===== src/rtl/tflp_pkg.sv =====
// ----------------------------------------------------------------------------
// Text field line parser package
// Types, character codes, key table and field identifiers.
// ----------------------------------------------------------------------------
package tflp_pkg;

  localparam int LINE_MAX_DEF = 64;

  localparam int KEY_COUNT = 13;
  localparam int KEY_MAX   = 8;

  // Configuration register indexes.
  localparam logic [7:0] CFG_MIN_FIELDS   = 8'd0;
  localparam logic [7:0] CFG_FRESH_WINDOW = 8'd1;

  localparam logic [7:0]  MIN_FIELDS_RST   = 8'd3;
  localparam logic [15:0] FRESH_WINDOW_RST = 16'd5000;

  // Character codes.
  localparam logic [7:0] CH_TAB   = 8'h09;
  localparam logic [7:0] CH_LF    = 8'h0A;
  localparam logic [7:0] CH_VT    = 8'h0B;
  localparam logic [7:0] CH_FF    = 8'h0C;
  localparam logic [7:0] CH_CR    = 8'h0D;
  localparam logic [7:0] CH_SPACE = 8'h20;
  localparam logic [7:0] CH_PLUS  = 8'h2B;
  localparam logic [7:0] CH_MINUS = 8'h2D;
  localparam logic [7:0] CH_ZERO  = 8'h30;
  localparam logic [7:0] CH_NINE  = 8'h39;
  localparam logic [7:0] CH_N     = 8'h4E;
  localparam logic [7:0] CH_O     = 8'h4F;

  // Field identifiers.
  localparam logic [3:0] ID_SOC      = 4'd2;
  localparam logic [3:0] ID_ALARM    = 4'd5;
  localparam logic [3:0] ID_RELAY    = 4'd6;
  localparam logic [3:0] ID_CHECKSUM = 4'd12;

  localparam logic [31:0] MAG_LIMIT = 32'h8000_0000;
  localparam logic [31:0] POS_LIMIT = 32'h7FFF_FFFF;

  // Keys packed with the first character in the highest used byte.
  localparam logic [63:0] KEY_TEXT [KEY_COUNT] = '{
    64'h56,                  // V
    64'h49,                  // I
    64'h53_4F_43,            // SOC
    64'h54_54_47,            // TTG
    64'h43_45,               // CE
    64'h41_6C_61_72_6D,      // Alarm
    64'h52_65_6C_61_79,      // Relay
    64'h48_31,               // H1
    64'h48_32,               // H2
    64'h48_34,               // H4
    64'h48_37,               // H7
    64'h48_38,               // H8
    64'h43_68_65_63_6B_73_75_6D  // Checksum
  };

  localparam logic [3:0] KEY_LEN [KEY_COUNT] = '{
    4'd1, 4'd1, 4'd3, 4'd3, 4'd2, 4'd5, 4'd5, 4'd2, 4'd2, 4'd2, 4'd2, 4'd2, 4'd8
  };

  typedef enum logic [1:0] {
    PH_SKIP,
    PH_DIGITS,
    PH_DONE
  } num_phase_e;

  typedef enum logic [1:0] {
    ON_EMPTY,
    ON_SEEN_O,
    ON_SEEN_ON,
    ON_OTHER
  } on_match_e;

  typedef struct packed {
    logic       hit;
    logic [3:0] id;
  } key_match_t;

  // Event of a completed line, passed from the line parser to the status logic.
  typedef struct packed {
    logic        hit;
    logic [3:0]  id;
    logic [31:0] value;
    logic        counted;
    logic        checksum;
  } line_event_t;

  typedef struct packed {
    logic        event_valid;
    logic [3:0]  field_id;
    logic [31:0] field_value;
    logic        data_fresh;
  } result_t;

  function automatic key_match_t key_lookup(input logic [63:0] text, input logic [3:0] len);
    key_match_t m;
    m = '0;
    for (int k = KEY_COUNT - 1; k >= 0; k--) begin
      if (len == KEY_LEN[k] && text == KEY_TEXT[k]) begin
        m.hit = 1'b1;
        m.id  = 4'(k);
      end
    end
    return m;
  endfunction

endpackage


===== src/rtl/tflp_line.sv =====
// ----------------------------------------------------------------------------
// Line parser
// Collects one text line, splits key from value and decodes the value.
// ----------------------------------------------------------------------------
module tflp_line import tflp_pkg::*; #(
  parameter int LINE_MAX = LINE_MAX_DEF
) (
  input  logic        clk_i,
  input  logic        rst_ni,
  input  logic        fire_i,
  input  logic        cmd_i,
  input  logic [7:0]  byte_i,
  output line_event_t event_o
);

  localparam int CW = $clog2(LINE_MAX + 1);
  localparam logic [3:0] KEY_SAT = 4'(KEY_MAX + 1);

  logic [CW-1:0] char_count_q, char_count_d;
  logic [63:0]   key_text_q, key_text_d;
  logic [3:0]    key_length_q, key_length_d;
  logic          in_value_q, in_value_d;
  num_phase_e    phase_q, phase_d;
  logic          negative_q, negative_d;
  logic [31:0]   magnitude_q, magnitude_d;
  on_match_e     on_q, on_d;

  logic       is_digit;
  logic [3:0] digit;
  logic [35:0] mag_next;
  key_match_t  match;

  assign is_digit = (byte_i >= CH_ZERO) && (byte_i <= CH_NINE);
  assign digit    = byte_i[3:0];
  // Ten times the magnitude plus the new digit, wide enough not to wrap.
  assign mag_next = {1'b0, magnitude_q, 3'b000} + {3'b000, magnitude_q, 1'b0}
                  + {32'd0, digit};
  assign match    = key_lookup(key_text_q, key_length_q);

  always_comb begin
    char_count_d = char_count_q;
    key_text_d   = key_text_q;
    key_length_d = key_length_q;
    in_value_d   = in_value_q;
    phase_d      = phase_q;
    negative_d   = negative_q;
    magnitude_d  = magnitude_q;
    on_d         = on_q;
    event_o      = '0;

    if (fire_i && !cmd_i) begin
      if (byte_i == CH_LF) begin
        if (char_count_q != '0 && in_value_q && match.hit) begin
          event_o.hit      = 1'b1;
          event_o.id       = match.id;
          event_o.counted  = (match.id <= ID_SOC);
          event_o.checksum = (match.id == ID_CHECKSUM);
          if (match.id == ID_ALARM || match.id == ID_RELAY) begin
            event_o.value = {31'd0, on_q == ON_SEEN_ON};
          end else if (match.id == ID_CHECKSUM) begin
            event_o.value = '0;
          end else if (negative_q) begin
            event_o.value = 32'd0 - magnitude_q;
          end else begin
            event_o.value = (magnitude_q > POS_LIMIT) ? POS_LIMIT : magnitude_q;
          end
        end
        char_count_d = '0;
        key_text_d   = '0;
        key_length_d = '0;
        in_value_d   = 1'b0;
        phase_d      = PH_SKIP;
        negative_d   = 1'b0;
        magnitude_d  = '0;
        on_d         = ON_EMPTY;
      end else if (byte_i != CH_CR && char_count_q < CW'(LINE_MAX)) begin
        char_count_d = char_count_q + CW'(1);
        if (!in_value_q) begin
          if (byte_i == CH_TAB) begin
            in_value_d = 1'b1;
          end else begin
            if (key_length_q < 4'(KEY_MAX)) begin
              key_text_d = {key_text_q[55:0], byte_i};
            end
            // Lengths past eight never match, so the count stops one above.
            if (key_length_q < KEY_SAT) begin
              key_length_d = key_length_q + 4'd1;
            end
          end
        end else begin
          case (phase_q)
            PH_SKIP: begin
              if (byte_i == CH_SPACE || byte_i == CH_TAB || byte_i == CH_VT ||
                  byte_i == CH_FF) begin
                phase_d = PH_SKIP;
              end else if (byte_i == CH_PLUS || byte_i == CH_MINUS) begin
                negative_d = (byte_i == CH_MINUS);
                phase_d    = PH_DIGITS;
              end else if (is_digit) begin
                magnitude_d = {28'd0, digit};
                phase_d     = PH_DIGITS;
              end else begin
                phase_d = PH_DONE;
              end
            end
            PH_DIGITS: begin
              if (is_digit) begin
                magnitude_d = (mag_next > {4'd0, MAG_LIMIT}) ? MAG_LIMIT : mag_next[31:0];
              end else begin
                phase_d = PH_DONE;
              end
            end
            default: phase_d = phase_q;
          endcase

          if (on_q == ON_EMPTY && byte_i == CH_O) begin
            on_d = ON_SEEN_O;
          end else if (on_q == ON_SEEN_O && byte_i == CH_N) begin
            on_d = ON_SEEN_ON;
          end else begin
            on_d = ON_OTHER;
          end
        end
      end
    end
  end

  always_ff @(posedge clk_i or negedge rst_ni) begin
    if (!rst_ni) begin
      char_count_q <= '0;
      key_text_q   <= '0;
      key_length_q <= '0;
      in_value_q   <= 1'b0;
      phase_q      <= PH_SKIP;
      negative_q   <= 1'b0;
      magnitude_q  <= '0;
      on_q         <= ON_EMPTY;
    end else begin
      char_count_q <= char_count_d;
      key_text_q   <= key_text_d;
      key_length_q <= key_length_d;
      in_value_q   <= in_value_d;
      phase_q      <= phase_d;
      negative_q   <= negative_d;
      magnitude_q  <= magnitude_d;
      on_q         <= on_d;
    end
  end

endmodule


===== src/rtl/tflp_status.sv =====
// ----------------------------------------------------------------------------
// Block status tracker
// Counts fields per block, sets the valid flag on a checksum line when enough fields were counted, and ages it.
// ----------------------------------------------------------------------------
module tflp_status import tflp_pkg::*; (
  input  logic        clk_i,
  input  logic        rst_ni,
  input  logic        tick_i,
  input  line_event_t event_i,
  input  logic [7:0]  min_fields_i,
  input  logic [15:0] fresh_window_i,
  output logic        data_fresh_o
);

  logic [7:0]  field_count_q, field_count_d;
  logic        valid_q, valid_d;
  logic [15:0] age_q, age_d;

  always_comb begin
    field_count_d = field_count_q;
    valid_d       = valid_q;
    age_d         = age_q;
    if (tick_i) begin
      if (age_q != 16'hFFFF) begin
        age_d = age_q + 16'd1;
      end
    end else if (event_i.hit) begin
      if (event_i.checksum) begin
        if (field_count_q >= min_fields_i) begin
          valid_d = 1'b1;
          age_d   = '0;
        end
        field_count_d = '0;
      end else if (event_i.counted && field_count_q != 8'hFF) begin
        field_count_d = field_count_q + 8'd1;
      end
    end
    // Freshness reflects this transaction's own update.
    data_fresh_o = valid_d && (age_d < fresh_window_i);
  end

  always_ff @(posedge clk_i or negedge rst_ni) begin
    if (!rst_ni) begin
      field_count_q <= '0;
      valid_q       <= 1'b0;
      age_q         <= '0;
    end else begin
      field_count_q <= field_count_d;
      valid_q       <= valid_d;
      age_q         <= age_d;
    end
  end

endmodule


===== src/rtl/text_field_line_parser_unit.sv =====
// ----------------------------------------------------------------------------
// Text field line parser
// Key/value text line parser with block validity and freshness tracking.
// ----------------------------------------------------------------------------
// Each transaction carries one received character or one millisecond tick and
// produces exactly one result. The unit takes one transaction per clock cycle
// while its input is not stalled. An accepted transaction is first held in the
// input register, then the character update (key shift, decimal accumulate by
// ten, and the key table compare at the end of a line) is written into the
// result register when the transaction fires.
// A stalled result holds the pipeline; the input side stalls only while the
// input register is full and cannot move on. Configuration writes are always
// ready and should only be issued while no transaction is in flight.
module text_field_line_parser_unit import tflp_pkg::*; #(
  parameter int LINE_MAX = LINE_MAX_DEF
) (
  input  logic               clk_i,
  input  logic               rst_ni,
  input  logic               in_valid_i,
  output logic               in_stall_o,
  input  logic               cmd_i,
  input  logic [7:0]         rx_byte_i,
  output logic               out_valid_o,
  input  logic               out_stall_i,
  output logic               event_valid_o,
  output logic [3:0]         field_id_o,
  output logic signed [31:0] field_value_o,
  output logic               data_fresh_o,
  input  logic               cfg_valid_i,
  output logic               cfg_ready_o,
  input  logic [7:0]         cfg_index_i,
  input  logic [15:0]        cfg_data_i
);

  logic        in_valid_q;
  logic        cmd_q;
  logic [7:0]  byte_q;
  logic        out_valid_q;
  result_t     result_q, result_d;
  logic [7:0]  min_fields_q;
  logic [15:0] fresh_window_q;
  logic        advance;
  logic        fire;
  line_event_t line_event;
  logic        fresh;

  assign advance     = !out_valid_q || !out_stall_i;
  assign fire        = in_valid_q && advance;
  assign in_stall_o  = in_valid_q && !advance;
  assign cfg_ready_o = 1'b1;

  always_ff @(posedge clk_i or negedge rst_ni) begin
    if (!rst_ni) begin
      min_fields_q   <= MIN_FIELDS_RST;
      fresh_window_q <= FRESH_WINDOW_RST;
    end else if (cfg_valid_i) begin
      if (cfg_index_i == CFG_MIN_FIELDS) begin
        min_fields_q <= cfg_data_i[7:0];
      end else if (cfg_index_i == CFG_FRESH_WINDOW) begin
        fresh_window_q <= cfg_data_i;
      end
    end
  end

  always_ff @(posedge clk_i or negedge rst_ni) begin
    if (!rst_ni) begin
      in_valid_q <= 1'b0;
    end else if (!in_stall_o) begin
      in_valid_q <= in_valid_i;
    end
  end

  always_ff @(posedge clk_i) begin
    if (in_valid_i && !in_stall_o) begin
      cmd_q  <= cmd_i;
      byte_q <= rx_byte_i;
    end
  end

  tflp_line #(
    .LINE_MAX(LINE_MAX)
  ) u_line (
    .clk_i  (clk_i),
    .rst_ni (rst_ni),
    .fire_i (fire),
    .cmd_i  (cmd_q),
    .byte_i (byte_q),
    .event_o(line_event)
  );

  tflp_status u_status (
    .clk_i         (clk_i),
    .rst_ni        (rst_ni),
    .tick_i        (fire && cmd_q),
    .event_i       (line_event),
    .min_fields_i  (min_fields_q),
    .fresh_window_i(fresh_window_q),
    .data_fresh_o  (fresh)
  );

  always_comb begin
    result_d.event_valid = line_event.hit;
    result_d.field_id    = line_event.id;
    result_d.field_value = line_event.value;
    result_d.data_fresh  = fresh;
  end

  always_ff @(posedge clk_i or negedge rst_ni) begin
    if (!rst_ni) begin
      out_valid_q <= 1'b0;
    end else if (fire) begin
      out_valid_q <= 1'b1;
    end else if (!out_stall_i) begin
      out_valid_q <= 1'b0;
    end
  end

  always_ff @(posedge clk_i) begin
    if (fire) begin
      result_q <= result_d;
    end
  end

  assign out_valid_o   = out_valid_q;
  assign event_valid_o = result_q.event_valid;
  assign field_id_o    = result_q.field_id;
  assign field_value_o = signed'(result_q.field_value);
  assign data_fresh_o  = result_q.data_fresh;

endmodule


===== config.mk =====
export PLATFORM = sky130hd
export DESIGN_NAME = text_field_line_parser_unit
export DESIGN_NICKNAME = d
export VERILOG_FILES = /design/src/rtl/tflp_pkg.sv /design/src/rtl/tflp_line.sv /design/src/rtl/tflp_status.sv /design/src/rtl/text_field_line_parser_unit.sv
export SDC_FILE = /design/constraint.sdc
export NUM_CORES = 1
export LEC_CHECK = 0
export CAP_MARGIN = 10
export CORE_ASPECT_RATIO = 2
export CORE_MARGIN = 3
export CORE_UTILIZATION = 40
export CTS_BUF_LIST = sky130_fd_sc_hd__clkbuf_4
export DETAILED_ROUTE_END_ITERATION = 10
export DONT_BUFFER_PORTS = 1
export PLACE_DENSITY = 0.66
export SLEW_MARGIN = 20
export SYNTH_ARGS = -nofsm -noshare
export SYNTH_HDL_FRONTEND = slang
export SYNTH_SLANG_ARGS = --single-unit
export TNS_END_PERCENT = 1

===== constraint.sdc =====
create_clock -name clk_i -period 4.42 [get_ports clk_i]
set_input_delay 0.884 -clock clk_i [delete_from_list [all_inputs] [get_ports clk_i]]
set_output_delay 0.884 -clock clk_i [all_outputs]
set_load 0.03 [all_outputs]

* Yosys cells after proc, flatten, opt, wreduce, memory -nomap -nowiden
Cells that the tools add are included.
** Storage, ports and cells
- Word-level logic and storage cells :: 228
- Register bits after elaboration :: 211
- Output and inout bits :: 41
** Cells by class
- Reduce and logical (&&, ||, !) cells :: 61
- Add/sub/neg operators :: 7
- Mux-type cells :: 77
- Magnitude comparators :: 10
- Equal/unequal tests :: 46
- Bitwise logic cells :: 5
** Operators by type and width (count)
- 64-bit by 15-bit == test with 1-bit output, second input constant :: 6
- 32-bit two-way mux :: 12
- 64-bit two-way mux :: 5
- 64-bit by 23-bit == test with 1-bit output, second input constant :: 2
- 64-bit by 39-bit == test with 1-bit output, second input constant :: 2
- 64-bit by 7-bit == test with 1-bit output, second input constant :: 2
- 39-bit two-way mux :: 3
- 16-bit two-way mux :: 5
- 5-bit two-way mux :: 13
- 64-bit by 63-bit == test with 1-bit output, second input constant :: 1
- 32-bit case mux with 2 select lines :: 1
- 35-bit by 33-bit adder with 36-bit output :: 1
- 36-bit by 4-bit adder with 36-bit output :: 1
- 36-bit by 32-bit greater-than comparator with 1-bit output, second input constant :: 1
- 8-bit by 4-bit == test with 1-bit output, second input constant :: 4
- 32-bit by 31-bit greater-than comparator with 1-bit output, second input constant :: 1
- 1-bit by 32-bit subtractor with 32-bit output, first input constant :: 1
- 1-bit logical AND :: 26
- 8-bit by 6-bit == test with 1-bit output, second input constant :: 3
- 2-bit two-way mux :: 11
- 4-bit two-way mux :: 5
- 1-bit two-way mux :: 17
- 16-bit by 1-bit adder with 16-bit output, second input constant :: 1
- 8-bit by 7-bit == test with 1-bit output, second input constant :: 2
- 42 further kinds :: 80

* Longest topological paths before layout
Gate-level depths: netlist of run 1.
- Depth in word-level cells :: 26
- Depth in mapped cells :: 23
- Gate-level depth less buffers :: 23

* Cells and area by module
A second synthesis of run 1 with hierarchy kept.
** Second synthesis, totals
- Cell total of the unflattened synthesis :: 1523
- Area total of the unflattened synthesis :: 13691.9 µm²
** By module, submodules not included
- tflp_line :: sequential area each 2827.7 µm², instances 1, cells each 1196, area each 9290.2 µm²
- text_field_line_parser_unit :: sequential area each 2070.7 µm², instances 1, cells each 113, area each 2523.7 µm²
- tflp_status :: sequential area each 625.6 µm², instances 1, cells each 214, area each 1878.1 µm²

* Least setup slack after synthesis of run 1
Ideal clock, no wire load.
- Path kind :: in2reg
- Start :: in out_stall_i
- End :: reg result_q, in the netlist data_fresh_o (data pin)
- Setup time :: 152 ps
- Buffers on the path :: 0
- Setup slack :: -145 ps
- Stages :: 20
- Required time :: 4268 ps
- Arrival time :: 4413 ps
- Path through :: nand2_1 and2_1 nand2b_1 nor2_1 o311ai_1 nor2_1 nand2_1 nand2_1 mux2i_1 ha_1 a21o_1 a21oi_1 nor2b_1 o21ai_0 nand2b_1 a21oi_1 nor2b_1 o21ai_0 o211ai_1 a31oi_1
** Between the ends
- Word-level cells in the longest chain between the ends :: 10
- Elaborated cells between the ends (all ways) :: 14
- Those cells by class :: order compare (1); mux (7); reduce/logical (6)
** RTL lines
- start: declaration :: line text_field_line_parser_unit.sv:24 : input logic out_stall_i,
- 1-bit logical NOT (*)
- 1-bit logical OR (*) :: line text_field_line_parser_unit.sv:47 : assign advance = !out_valid_q || !out_stall_i;
- 1-bit logical AND (*) :: line text_field_line_parser_unit.sv:48 : assign fire = in_valid_q && advance;
- named net fire :: line text_field_line_parser_unit.sv:43 : logic fire;
- 1-bit logical AND :: line tflp_line.sv:51 : if (fire_i && !cmd_i) begin
- 39-bit two-way mux :: line tflp_line.sv:51
- 16-bit two-way mux :: line tflp_status.sv:28 : if (event_i.checksum) begin
- 16-bit two-way mux :: line tflp_status.sv:27 : end else if (event_i.hit) begin
- 16-bit two-way mux (*) :: line tflp_status.sv:23 : if (tick_i) begin
- named net u_status.age_d[9] :: line tflp_status.sv:17 : logic [15:0] age_q, age_d;
- 16-bit < comparator (*) :: line tflp_status.sv:39 : data_fresh_o = valid_d && (age_d < fresh_window_i);
- 1-bit logical AND (*) :: line tflp_status.sv:39
- named net fresh :: line text_field_line_parser_unit.sv:45 : logic fresh;
- end signal: assignment :: line text_field_line_parser_unit.sv:120 : result_q <= result_d;
- end: declaration :: line text_field_line_parser_unit.sv:39 : result_t result_q, result_d;
The timed path passes the listed nets; every way through them passes the cells marked *.
A chain may end at the register's enable or synchronous reset.

* Worst setup path after layout of run 1
- Start :: reg u_line.magnitude_q[0]
- End :: reg u_line.magnitude_q[5]
** Between the ends
- Word-level cells in the longest chain between the ends :: 9
** RTL lines
- start: declaration :: line tflp_line.sv:25 : logic [31:0] magnitude_q, magnitude_d;
- start signal: assignment :: line tflp_line.sv:145 : magnitude_q <= magnitude_d;
- 35-bit by 33-bit adder with 36-bit output (*) :: line tflp_line.sv:36 : assign mag_next = {1'b0, magnitude_q, 3'b000} + {3'b000, magnitude_q, 1'b0}
- 36-bit by 4-bit adder with 36-bit output (*) :: line tflp_line.sv:37 : + {32'd0, digit};
- 36-bit by 32-bit greater-than comparator with 1-bit output :: line tflp_line.sv:108 : magnitude_d = (mag_next > {4'd0, MAG_LIMIT}) ? MAG_LIMIT : mag_next[31:0];
- 32-bit two-way mux (*) :: line tflp_line.sv:108
- 32-bit two-way mux (*) :: line tflp_line.sv:107 : if (is_digit) begin
- 32-bit case mux with 2 select lines (*) :: line tflp_line.sv:91 : case (phase_q)
- 32-bit two-way mux (*) :: line tflp_line.sv:78 : if (!in_value_q) begin
- 32-bit two-way mux (*) :: line tflp_line.sv:76 : end else if (byte_i != CH_CR && char_count_q < CW'(LINE_MAX)) begin
- 32-bit two-way mux (*) :: line tflp_line.sv:52 : if (byte_i == CH_LF) begin
Mark *: on every way between the ends. The rest lies on a longest branch, timed or not. The select of a mux whose other input is x is not followed.

==> results of run 1 <==
[metal layers]
layer / up-vias / global-route usage / wire length, um
met2: 365 / 0.397 / 20800
li1: 5566 / - / -
met5: - / 0 / 0
met3: 128 / 0.0347 / 1550
met1: 5621 / 0.205 / 13200
met4: 0 / 0.107 / 2080
[state kept, by name, summed over array words and instances, names as in the netlist]
name,cells
min_fields_q,8
in_valid_q,1
byte_q,8
u_status.valid_q,1
u_line.char_count_q,7
cmd_q,1
field_value_o,32
out_valid_o,1
u_line.key_length_q,4
u_line.negative_q,1
u_line.phase_q,2
u_line.on_q,2
field_id_o,4
data_fresh_o,1
fresh_window_q,16
u_status.field_count_q,8
u_status.age_q,16
u_line.magnitude_q,32
u_line.key_text_q,64
event_valid_o,1
u_line.in_value_q,1
[power by group through the flow]
stage | clock network [mW] | logic, mW | registers (mW)
6_report | 1.70 | 1.62 | 2.90
5_1_grt | 1.85 | 1.85 | 2.95
4_1_cts | 1.76 | 1.61 | 2.89
3_5_place_dp | 0 | 1.56 | 2.92
3_3_place_gp | 0 | 1.52 | 2.91
2_1_floorplan | 0 | 1.19 | 2.74
[worst max-delay path, cell delays in order (launching register included)]
cell,delay [ns]
sky130_fd_sc_hd__dfrtp_1,0.39
sky130_fd_sc_hd__buf_4,0.18
sky130_fd_sc_hd__ha_2,0.21
sky130_fd_sc_hd__ha_4,0.15
sky130_fd_sc_hd__inv_1,0.06
sky130_fd_sc_hd__fa_1,0.56
sky130_fd_sc_hd__inv_1,0.06
sky130_fd_sc_hd__or4_1,0.40
sky130_fd_sc_hd__a2111o_1,0.41
sky130_fd_sc_hd__or4_4,0.47
sky130_fd_sc_hd__a2111oi_4,0.21
sky130_fd_sc_hd__nand4_1,0.16
sky130_fd_sc_hd__o41ai_2,0.36
sky130_fd_sc_hd__and2b_4,0.28
sky130_fd_sc_hd__clkbuf_16,0.19
sky130_fd_sc_hd__a32o_1,0.16
[cell type report]
| type | instances | share of cell area |
|---|---|---|
| multi-input combinational | 1151 | 0.498 |
| sequential | 211 | 0.373 |
| clock buffer | 78 | 0.0396 |
| tap | 432 | 0.0365 |
| timing repair buffer | 47 | 0.0287 |
| inverter | 63 | 0.0160 |
| clock inverter | 21 | 0.00744 |
| antenna | 1 | 0.000169 |
[cells in the final DEF, fill, tap and decap left out, types with 11 or more instances in the layout]
master and count:
sky130_fd_sc_hd__nand2_1 230, sky130_fd_sc_hd__dfrtp_1 156, sky130_fd_sc_hd__nor2_1 124, sky130_fd_sc_hd__nand3_1 96
sky130_fd_sc_hd__ha_1 93, sky130_fd_sc_hd__clkbuf_4 78, sky130_fd_sc_hd__o21ai_0 72, sky130_fd_sc_hd__a21oi_1 70
sky130_fd_sc_hd__inv_1 63, sky130_fd_sc_hd__edfxtp_1 47, sky130_fd_sc_hd__buf_4 42, sky130_fd_sc_hd__nor3_1 33
sky130_fd_sc_hd__nand4_1 28, sky130_fd_sc_hd__nor4_1 27, sky130_fd_sc_hd__a32o_1 26, sky130_fd_sc_hd__or3_1 25
sky130_fd_sc_hd__xnor2_1 25, sky130_fd_sc_hd__mux2_2 22, sky130_fd_sc_hd__nor2b_1 16, sky130_fd_sc_hd__clkinv_1 16
sky130_fd_sc_hd__a31oi_1 15, sky130_fd_sc_hd__a211oi_1 14, sky130_fd_sc_hd__a311oi_1 14, sky130_fd_sc_hd__nand2b_1 13
sky130_fd_sc_hd__a21o_1 13, sky130_fd_sc_hd__xor2_1 13, sky130_fd_sc_hd__o21a_1 13, sky130_fd_sc_hd__and3_1 11
sky130_fd_sc_hd__o211ai_1 11, sky130_fd_sc_hd__o22ai_1 11
[worst max path at each step]
stage | startpoint | end | cells after the start
2_1_floorplan | byte_q[3] | u_line.magnitude_q[20] | 13
3_3_place_gp | byte_q[3] | u_line.magnitude_q[8] | 13
3_5_place_dp | byte_q[3] | u_line.magnitude_q[17] | 13
4_1_cts | byte_q[3] | u_line.magnitude_q[17] | 13
5_1_grt | u_line.magnitude_q[0] | u_line.magnitude_q[27] | 15
6_report | u_line.magnitude_q[0] | u_line.magnitude_q[5] | 15
[repair_timing]
action / in CTS / in global routing
pin swaps: 0 / 27
endpoints found under the hold margin: 164 / 0
gates resized for setup: 3 / 16
cloned: 0 / 2
hold buffers: 1 / 0
endpoints found under the setup margin: 31 / 32
setup buffers: 0 / 4
[kinds of logic after synthesis]
group,count (synthesis),synth area share
simple gates,668,0.245
buf+inv,131,0.0406
xor+xnor,38,0.0249
compound gates,317,0.159
mux,29,0.0238
fa+ha+maj,98,0.0930
flops,211,0.414
other cells,1,0.000281
==> impl_metrics.ini, run 1 <==
[global_route]
gr-total-overflow = 0
grt_antenna_before_repair = 1
groute.usage.overall = 0.206
grt_pass1_wl_um = 59200
largest_net_degree_at_the_start_of_global_routing = 165
first_global_vias = 11700

[power_and_ir_drop]
total_leakage_power_nw = 6.74
share_comb_of_total_power = 0.260
clkPwrFrac = 0.273
power.switching_mw = 2.32
post-layout-total-power_mw = 6.21
power.density_nw_per_um2 = 420
netSwitchingFraction = 0.374
internal_power_mw = 3.89
seq_power_share = 0.467
ir_drop_mv = 0.241

[setup_path]
cp_max_fo = 11
reg2regPathDepth = 15
crit_path_start_kind = flop
worstPathArrival_ns = 4.98
timing.reg2reg.setup_slack_ns = 0.08
setup.worst_path.class = flop to flop
worstPathRequired_ns = 5.06
startpoint_of_the_most_critical_register_to_register_path = u_line.magnitude_q[0]
worst_r2r_endpoint = u_line.magnitude_q[5]
cp-end-kind = flop

[placed_design]
dp_slack_ns = -0.0495
post-place-cells = 1897
placement.io_buffers = 0
hpwlAfterDp_um = 27500
place_area_um2 = 13900
gp_congestion = 0.947

[die]
floorplan.die.height_um = 264
fp.dieArea_um2 = 35700
start_util = 0.405
top_ports = 79
floorplan.core_area_um2 = 32900
die_w_um = 135
std_cell_rows = 94

[final_layout]
layout.cell_area.non_filler_um2 = 14800
design.final.nets = 1663
area_growth_pct = 10.9
final-instance-count-excl-fill = 2004
layout_utilization = 0.449
seqCellArea_um2 = 5530
multiInputGateArea_um2 = 7370
fillers = 3198
post_route_cells_drive_above_1_share = 0.125

[detailed_routing]
dr_total_vias = 11700
route.detailed.wl_per_inst_um = 18.8
detail_route.first_pass.iterations = 5
vias_per_cell = 5.83
wirelength_um = 37700
drc = 0
remaining_antenna_violation_count_after_routing = 0
drtIter0Drc = 790

[sta]
final.setup.tns_ns = 0
grt_setup_unrepaired = true
timing.final.crit_share = 0.981
fin_hold_ws_ns = 0.242
final.setup.worst_slack_ns = 0.0820
clock.fmax_mhz = 231
tightestPinTransition_ns = 0.859
setup_viol_count_final = 0
fin_skew_ns = 0.0568
worst_slew_margin_rel = 0.426
final-max-slew-violation-count = 0
finalCriticalPeriod_ns = 4.34
finalHoldViolations = 0

[logic_synthesis]
synth.largest_area_cell = sky130_fd_sc_hd__dfrtp_1
synth-seq-area-share = 0.414
dominantRegCellSynth = sky130_fd_sc_hd__dfrtp_1
yosysWarnings = 0
post_synth_design_cell_area_um2 = 13300
syn_avg_cell_area_um2 = 8.94
synth_nets = 1629
asyncSetResetFlopFracSynth = 0.777
synth_cells = 1493
leading_cell_types_by_total_area_after_synthesis = sky130_fd_sc_hd__dfrtp_1 (29%), sky130_fd_sc_hd__edfxtp_1 (11%), sky130_fd_sc_hd__ha_1 (9.0%), sky130_fd_sc_hd__nand2_1 (6.5%), sky130_fd_sc_hd__nand3_1 (3.6%)
synth_seq_cells = 211
synth_top_area_share = 0.294
synth-edff-count = 47
top_cells_by_instance_count_after_synthesis = sky130_fd_sc_hd__nand2_1 (232), sky130_fd_sc_hd__dfrtp_1 (157), sky130_fd_sc_hd__nor2_1 (125)
synthDistinctLibCells = 90
post-synth-top-count-cell = sky130_fd_sc_hd__nand2_1

[cts]
buffer_type_at_the_clock_tree_root = sky130_fd_sc_hd__clkbuf_4
clk_pin_slew_ns = 0.07
numClockSinks = 211
clock_tree_from_tritoncts = built
cts_max_level = 2
insertion_delay_ns = 0.72
clock_path_buffers = 3
tritoncts.num_buffers = 53

[min_path]
min-delay-path-class = input port to async pin

[outcome]
run_status = complete, no violations

[run]
max-cap-violations = 0
No activity file was read; power rests on OpenSTA's default activity.
==> inputs of run 2 (changes only) <==
--- a/config.mk
+++ b/config.mk
@@ -13,6 +13,7 @@
 export DETAILED_ROUTE_END_ITERATION = 10
 export DONT_BUFFER_PORTS = 1
 export PLACE_DENSITY = 0.66
+export REMOVE_ABC_BUFFERS = 1
 export SLEW_MARGIN = 20
 export SYNTH_ARGS = -nofsm -noshare
 export SYNTH_HDL_FRONTEND = slang
==> impl_metrics.ini, run 2 (synthesized netlist as in run 1, its figures left out) <==
[global_route]
grt_pass1_wl_um = 62700
groute.usage.overall = 0.221
first_global_vias = 11800
grt_antenna_before_repair = 2
gr-total-overflow = 0
largest_net_degree_at_the_start_of_global_routing = 164

[placed_design]
gp_congestion = 0.968
placement.io_buffers = 0
post-place-cells = 1922
hpwlAfterDp_um = 29800

[sta]
fin_skew_ns = 0.0448
timing.final.crit_share = 0.958
clock.fmax_mhz = 236
finalCriticalPeriod_ns = 4.24
setup_viol_count_final = 0
finalHoldViolations = 0
worst_slew_margin_rel = 0.393
tightestPinTransition_ns = 0.910
final-max-slew-violation-count = 0

[setup_path]
cp_max_fo = 16
worstPathRequired_ns = 5.03
crit_path_start_kind = flop
worstPathArrival_ns = 4.85
setup.worst_path.class = flop to flop
reg2regPathDepth = 13
cp-end-kind = flop

[cts]
tritoncts.num_buffers = 52
clock_tree_from_tritoncts = built
numClockSinks = 211
cts_max_level = 2
clock_path_buffers = 3
clk_pin_slew_ns = 0.07
post-cts-setup-buffer-count = 0
buffer_type_at_the_clock_tree_root = sky130_fd_sc_hd__clkbuf_4
insertion_delay_ns = 0.72

[power_and_ir_drop]
ir_drop_mv = 0.267
total_leakage_power_nw = 6.79
power.density_nw_per_um2 = 423

[detailed_routing]
wirelength_um = 39800
drc = 0
route.detailed.wl_per_inst_um = 19.7
drtIter0Drc = 754
dr_total_vias = 11800
detail_route.first_pass.iterations = 5
remaining_antenna_violation_count_after_routing = 0
vias_per_cell = 5.83

[final_layout]
registers.top_by_ff_count = u_line.key_text_q
area_growth_pct = 11.2
multiInputGateArea_um2 = 7320
layout.cells.most_common_list = sky130_fd_sc_hd__nand2_1 (230), sky130_fd_sc_hd__dfrtp_1 (157), sky130_fd_sc_hd__nor2_1 (124), sky130_fd_sc_hd__nand3_1 (96), sky130_fd_sc_hd__ha_1 (96)
seqCellArea_um2 = 5520
fillers = 3234
final-instance-count-excl-fill = 2020
largest_register_ffs = 64
layout_utilization = 0.451
post_route_cells_drive_above_1_share = 0.127
most_common_cell_after_layout_fill_and_taps_aside = sky130_fd_sc_hd__nand2_1
design.final.nets = 1682

[die]
fp.dieArea_um2 = 35700
start_util = 0.405
die_w_um = 135
std_cell_rows = 94
floorplan.core_area_um2 = 32900
floorplan.die.height_um = 264
top_ports = 79

[run]
max-cap-violations = 0

[outcome]
run_status = complete, no violations

[min_path]
min-delay-path-class = input port to async pin
==> run 2: report_power, final <==
group / switching (mW) / internal, mW
combinational: 1.02 / 0.686
sequential: 0.522 / 2.37
clock: 0.853 / 0.822
total: 2.39 / 3.88
==> run 2: final cells by class <==
type | instances | share of cell area
multi-input cells | 1151 | 0.493
flip-flops and latches | 211 | 0.372
repair buffers | 67 | 0.0371
well taps | 432 | 0.0364
clock buffers | 65 | 0.0329
inverters | 63 | 0.0159
clock inverters | 29 | 0.0121
diodes | 2 | 0.000337
==> run 2: stage by stage <==
step                hold WS [ns]  total power [mW]  setup slack [ns]  setup TNS (ns)  instance area, um^2
detailed placement         0.463              4.58             0.111               0                14100
global route               0.182              6.69           -0.0369          -0.207                14800
global placement           0.459              4.52             0.137               0                14100
CTS                        0.183              6.31            0.0413               0                14800
finish                     0.137              6.27             0.184               0                14800
floorplan                  0.439              3.90            -0.712           -5.50                13000
==> run 2: layer usage <==
layer	GRT usage	part of all wire	vias up
li1	-	-	5601
met1	0.221	0.35	5660
met2	0.420	0.55	381
met3	0.0347	0.040	144
met4	0.130	0.064	0
met5	0	0	-
==> run 2: repair_timing <==
item,in CTS,in global routing
hold buffers,2,0
endpoints found under the setup margin,0,31
endpoints found under the hold margin,163,0
gates resized for setup,0,7
==> run 2: path summary, 6_finish.rpt <==
check / startpoint / endpoint / slack [ns]
min in group clk_i: rx_byte_i[2] / byte_q[2] / 0.26
hold / removal: rst_ni / u_status.age_q[1] / 0.14
setup / recovery: u_line.magnitude_q[0] / u_line.magnitude_q[28] / 0.18
hold reg to reg: u_line.key_text_q[58] / u_line.key_text_q[58] / 0.49
setup reg to reg: u_line.magnitude_q[0] / u_line.magnitude_q[28] / 0.18
max in group asynchronous: rst_ni / u_line.magnitude_q[28] / 3.51
==> run 2: critical path: stages, from the launching register on <==
cell and delay [ns]:
sky130_fd_sc_hd__dfrtp_1 0.41, sky130_fd_sc_hd__fa_1 0.57, sky130_fd_sc_hd__inv_1 0.07, sky130_fd_sc_hd__fa_1 0.53
sky130_fd_sc_hd__inv_1 0.05, sky130_fd_sc_hd__or4_1 0.40, sky130_fd_sc_hd__a2111o_1 0.31, sky130_fd_sc_hd__or4_4 0.49
sky130_fd_sc_hd__a2111oi_2 0.28, sky130_fd_sc_hd__nand4_1 0.15, sky130_fd_sc_hd__o41ai_2 0.31, sky130_fd_sc_hd__and2b_4 0.23
sky130_fd_sc_hd__buf_12 0.15, sky130_fd_sc_hd__a32o_1 0.17
==> inputs of run 3 (changes only) <==
--- a/config.mk
+++ b/config.mk
@@ -8,14 +8,15 @@
 export CAP_MARGIN = 10
 export CORE_ASPECT_RATIO = 2
 export CORE_MARGIN = 3
-export CORE_UTILIZATION = 40
+export CORE_UTILIZATION = 30
 export CTS_BUF_LIST = sky130_fd_sc_hd__clkbuf_4
 export DETAILED_ROUTE_END_ITERATION = 10
 export DONT_BUFFER_PORTS = 1
-export PLACE_DENSITY = 0.66
+export PLACE_DENSITY = 0.55
 export REMOVE_ABC_BUFFERS = 1
 export SLEW_MARGIN = 20
 export SYNTH_ARGS = -nofsm -noshare
 export SYNTH_HDL_FRONTEND = slang
+export SYNTH_HIERARCHICAL = 1
 export SYNTH_SLANG_ARGS = --single-unit
 export TNS_END_PERCENT = 1
==> impl_metrics.ini, run 3 <==
[final_layout]
largest_register_ffs = 64
layout.cell_area.non_filler_um2 = 16400
layout.cells.most_common_list = sky130_fd_sc_hd__nand2_1 (256), sky130_fd_sc_hd__buf_4 (177), sky130_fd_sc_hd__dfrtp_1 (156), sky130_fd_sc_hd__nor2_1 (121), sky130_fd_sc_hd__o21ai_0 (103)
area_growth_pct = 19.6
layout_utilization = 0.364
registers.top_by_ff_count = u_line/key_text_q
fillers = 4574
most_common_cell_after_layout_fill_and_taps_aside = sky130_fd_sc_hd__nand2_1
post_route_cells_drive_above_1_share = 0.225
design.final.nets = 1823

[die]
fp.dieArea_um2 = 48400
top_ports = 79
start_util = 0.304
die_w_um = 157
floorplan.die.height_um = 308
floorplan.core_area_um2 = 45000
std_cell_rows = 110

[run]
max-cap-violations = 0

[cts]
tritoncts.num_buffers = 54
numClockSinks = 211
clock_tree_from_tritoncts = built
buffer_type_at_the_clock_tree_root = sky130_fd_sc_hd__clkbuf_4
clock_path_buffers = 3
insertion_delay_ns = 0.73
cts_max_level = 2
clk_pin_slew_ns = 0.07

[logic_synthesis]
synth-edff-count = 47
synthAdderAreaFrac = 0.0907
synth-seq-area-share = 0.403
syn_avg_cell_area_um2 = 8.99
synth.mux.area_fraction = 0.0347
synthXorXnorAreaFrac = 0.0237
leading_cell_types_by_total_area_after_synthesis = sky130_fd_sc_hd__dfrtp_1 (29%), sky130_fd_sc_hd__edfxtp_1 (10%), sky130_fd_sc_hd__ha_1 (8.8%), sky130_fd_sc_hd__nand2_1 (7.0%), sky130_fd_sc_hd__o21ai_0 (3.8%)
synth_top_area_share = 0.287
yosysWarnings = 6
top_cells_by_instance_count_after_synthesis = sky130_fd_sc_hd__nand2_1 (257), sky130_fd_sc_hd__dfrtp_1 (157), sky130_fd_sc_hd__nor2_1 (122)
synthDistinctLibCells = 98
synthesized_area_fraction_occupied_by_ao_oa_aoi_and_oai_cells = 0.170
synth_seq_cells = 211
post_synth_design_cell_area_um2 = 13700
synth.largest_area_cell = sky130_fd_sc_hd__dfrtp_1
post-synth-top-count-cell = sky130_fd_sc_hd__nand2_1
synth_top_family_by_area = simple AND/OR/NAND/NOR gates
dominantRegCellSynth = sky130_fd_sc_hd__dfrtp_1
synth_cells = 1523
asyncSetResetFlopFracSynth = 0.777
synthSimpleGateAreaFrac = 0.238

[setup_path]
setup.worst_path.class = flop to flop
critical-path-slowest-cell = sky130_fd_sc_hd__or4_4
timing.critical_path.slowest_cell_delay_ns = 0.61
crit_path_start_kind = flop
cp_max_fo = 5
cpLargestDelayFamily = simple AND/OR/NAND/NOR gates
cp-end-kind = flop
worstPathArrival_ns = 5.38
sum_of_buffers_and_inverters_on_the_critical_path = 4
worstPathRequired_ns = 5.00
crit_top_cell = sky130_fd_sc_hd__buf_4
crit_chain = nor4_2 > buf_4 > nand4_1 > nor3_2 > nand4_1 > or4_4 > o41ai_4 > buf_4 > o31ai_2 > inv_1 > and3b_2 > o21ai_2 > a2111oi_4 > buf_4 > nor2_4 > nand2_2 > mux2i_2 > ha_1 > a21oi_2 > nand2_1 > a221oi_2 > o21ai_1 > a221o_1 > a21oi_2

[global_route]
largest_net_degree_at_the_start_of_global_routing = 161
first_global_vias = 12900
groute.usage.overall = 0.184
gr-total-overflow = 0
grt_antenna_before_repair = 7
grt_pass1_wl_um = 69800

[min_path]
min-delay-path-class = input port to async pin

[detailed_routing]
vias_per_cell = 5.33
wirelength_um = 44600
drtIter0Drc = 692
remaining_antenna_violation_count_after_routing = 0
detail_route.first_pass.iterations = 5
route.detailed.wl_per_inst_um = 19.5
drc = 0
dr_total_vias = 12200

[power_and_ir_drop]
total_leakage_power_nw = 7.23
netSwitchingFraction = 0.284
clkPwrFrac = 0.390
seq_power_share = 0.487
power.switching_mw = 1.29
internal_power_mw = 3.25
power.density_nw_per_um2 = 277
share_comb_of_total_power = 0.122
ir_drop_mv = 0.118

[sta]
finalCriticalPeriod_ns = 4.80
timing.final.crit_share = 1.09
final.setup.worst_slack_ns = -0.380
finalHoldViolations = 0
grt_setup_unrepaired = true
final-max-slew-violation-count = 0
fin_skew_ns = 0.0383
worst_slew_margin_rel = 0.404
clock.fmax_mhz = 208
tightestPinTransition_ns = 0.894
setup_viol_count_final = 1

[placed_design]
placement.io_buffers = 0
gp_congestion = 1.04
place_area_um2 = 15500
hpwlAfterDp_um = 33600

[outcome]
violated_checks = setup timing
run_status = complete, but fails checks
[run 3: what timing repair did]
action | CTS | global route
pin swaps | 15 | 10
buffers inserted | 4 | 2
gates cloned | 1 | 0
endpoints found under the hold margin | 160 | 0
hold buffers | 2 | 0
endpoints found under the setup margin | 6 | 30
gates resized for setup | 13 | 8
[run 3: final cells by class]
cell class | instances | area (um^2) | share of cell area
flip-flops and latches | 211 | 5530 | 0.337
clock buffers | 85 | 638 | 0.0390
well taps | 560 | 701 | 0.0428
inverters | 54 | 203 | 0.0124
multi-input cells | 1183 | 7780 | 0.475
repair buffers | 183 | 1450 | 0.0883
clock inverters | 10 | 71.3 | 0.00436
diodes | 5 | 12.5 | 0.000764
[run 3: worst paths after layout]
| check | slack (ns) | startpoint | end | cells after the start |
|---|---|---|---|---|
| min | 0.17 | rst_ni | u_line/key_text_q[47] | 1 |
| max | -0.38 | u_line/key_text_q[38] | data_fresh_o | 24 |
| max reg2reg | -0.38 | u_line/key_text_q[38] | data_fresh_o | 24 |
| min in group clk_i | 0.26 | rx_byte_i[6] | byte_q[6] | 0 |
| max in group asynchronous | 3.49 | rst_ni | min_fields_q[0] | 1 |
| min reg2reg | 0.45 | u_status/valid_q | u_status/valid_q | 2 |
[run 3: worst reg2reg max path, delay by kind of cell, from the launching register on]
| kind | cells | cell delay (ns) |
|---|---|---|
| compound gates | 9 | 1.50 |
| fa+ha+maj | 1 | 0.34 |
| buf+inv | 4 | 0.59 |
| flops | 1 | 0.39 |
| mux | 1 | 0.08 |
| simple gates | 9 | 1.79 |
[run 3: power by group through the flow]
stage                     Combinational [mW]  Clock, mW  Sequential (mW)
final                                  0.554       1.77             2.21
after detailed placement               0.505          0             2.25
after CTS                              0.556       1.85             2.21
after floorplan                        0.286          0             2.24
after global placement                 0.500          0             2.25
after global routing                   0.625       1.95             2.22
[run 3: per-layer routing]
metal  vias to the layer above  global-route usage  routed length (um)
met4                         0               0.118                3210
met1                      5873               0.161               14100
met5                         -                   0                   0
met3                       148              0.0244                1490
met2                       284               0.374               25800
li1                       5903                   -                   -
[run 3: cells by family (layout without fill, tap and decap cells)]
group,count (synthesis),in the layout
buf+inv,130,332
mux,40,40
compound gates,345,345
xor+xnor,37,37
fa+ha+maj,98,98
simple gates,661,662
other cells,1,6
flops,211,211
[run 3: per-stage QoR]
stage	total power [mW]	TNS (ns)	std cells	worst slack [ns]	hold slack [ns]
6_report	4.53	-0.380	2291	-0.380	0.170
5_1_grt	4.80	-1.00	2289	-0.649	0.207
4_1_cts	4.62	-0.381	2284	-0.381	0.189
3_5_place_dp	2.75	-0.825	2182	-0.706	0.435
3_3_place_gp	2.75	-0.641	2182	-0.620	0.440
2_1_floorplan	2.53	-85.15	1447	-1.28	0.414
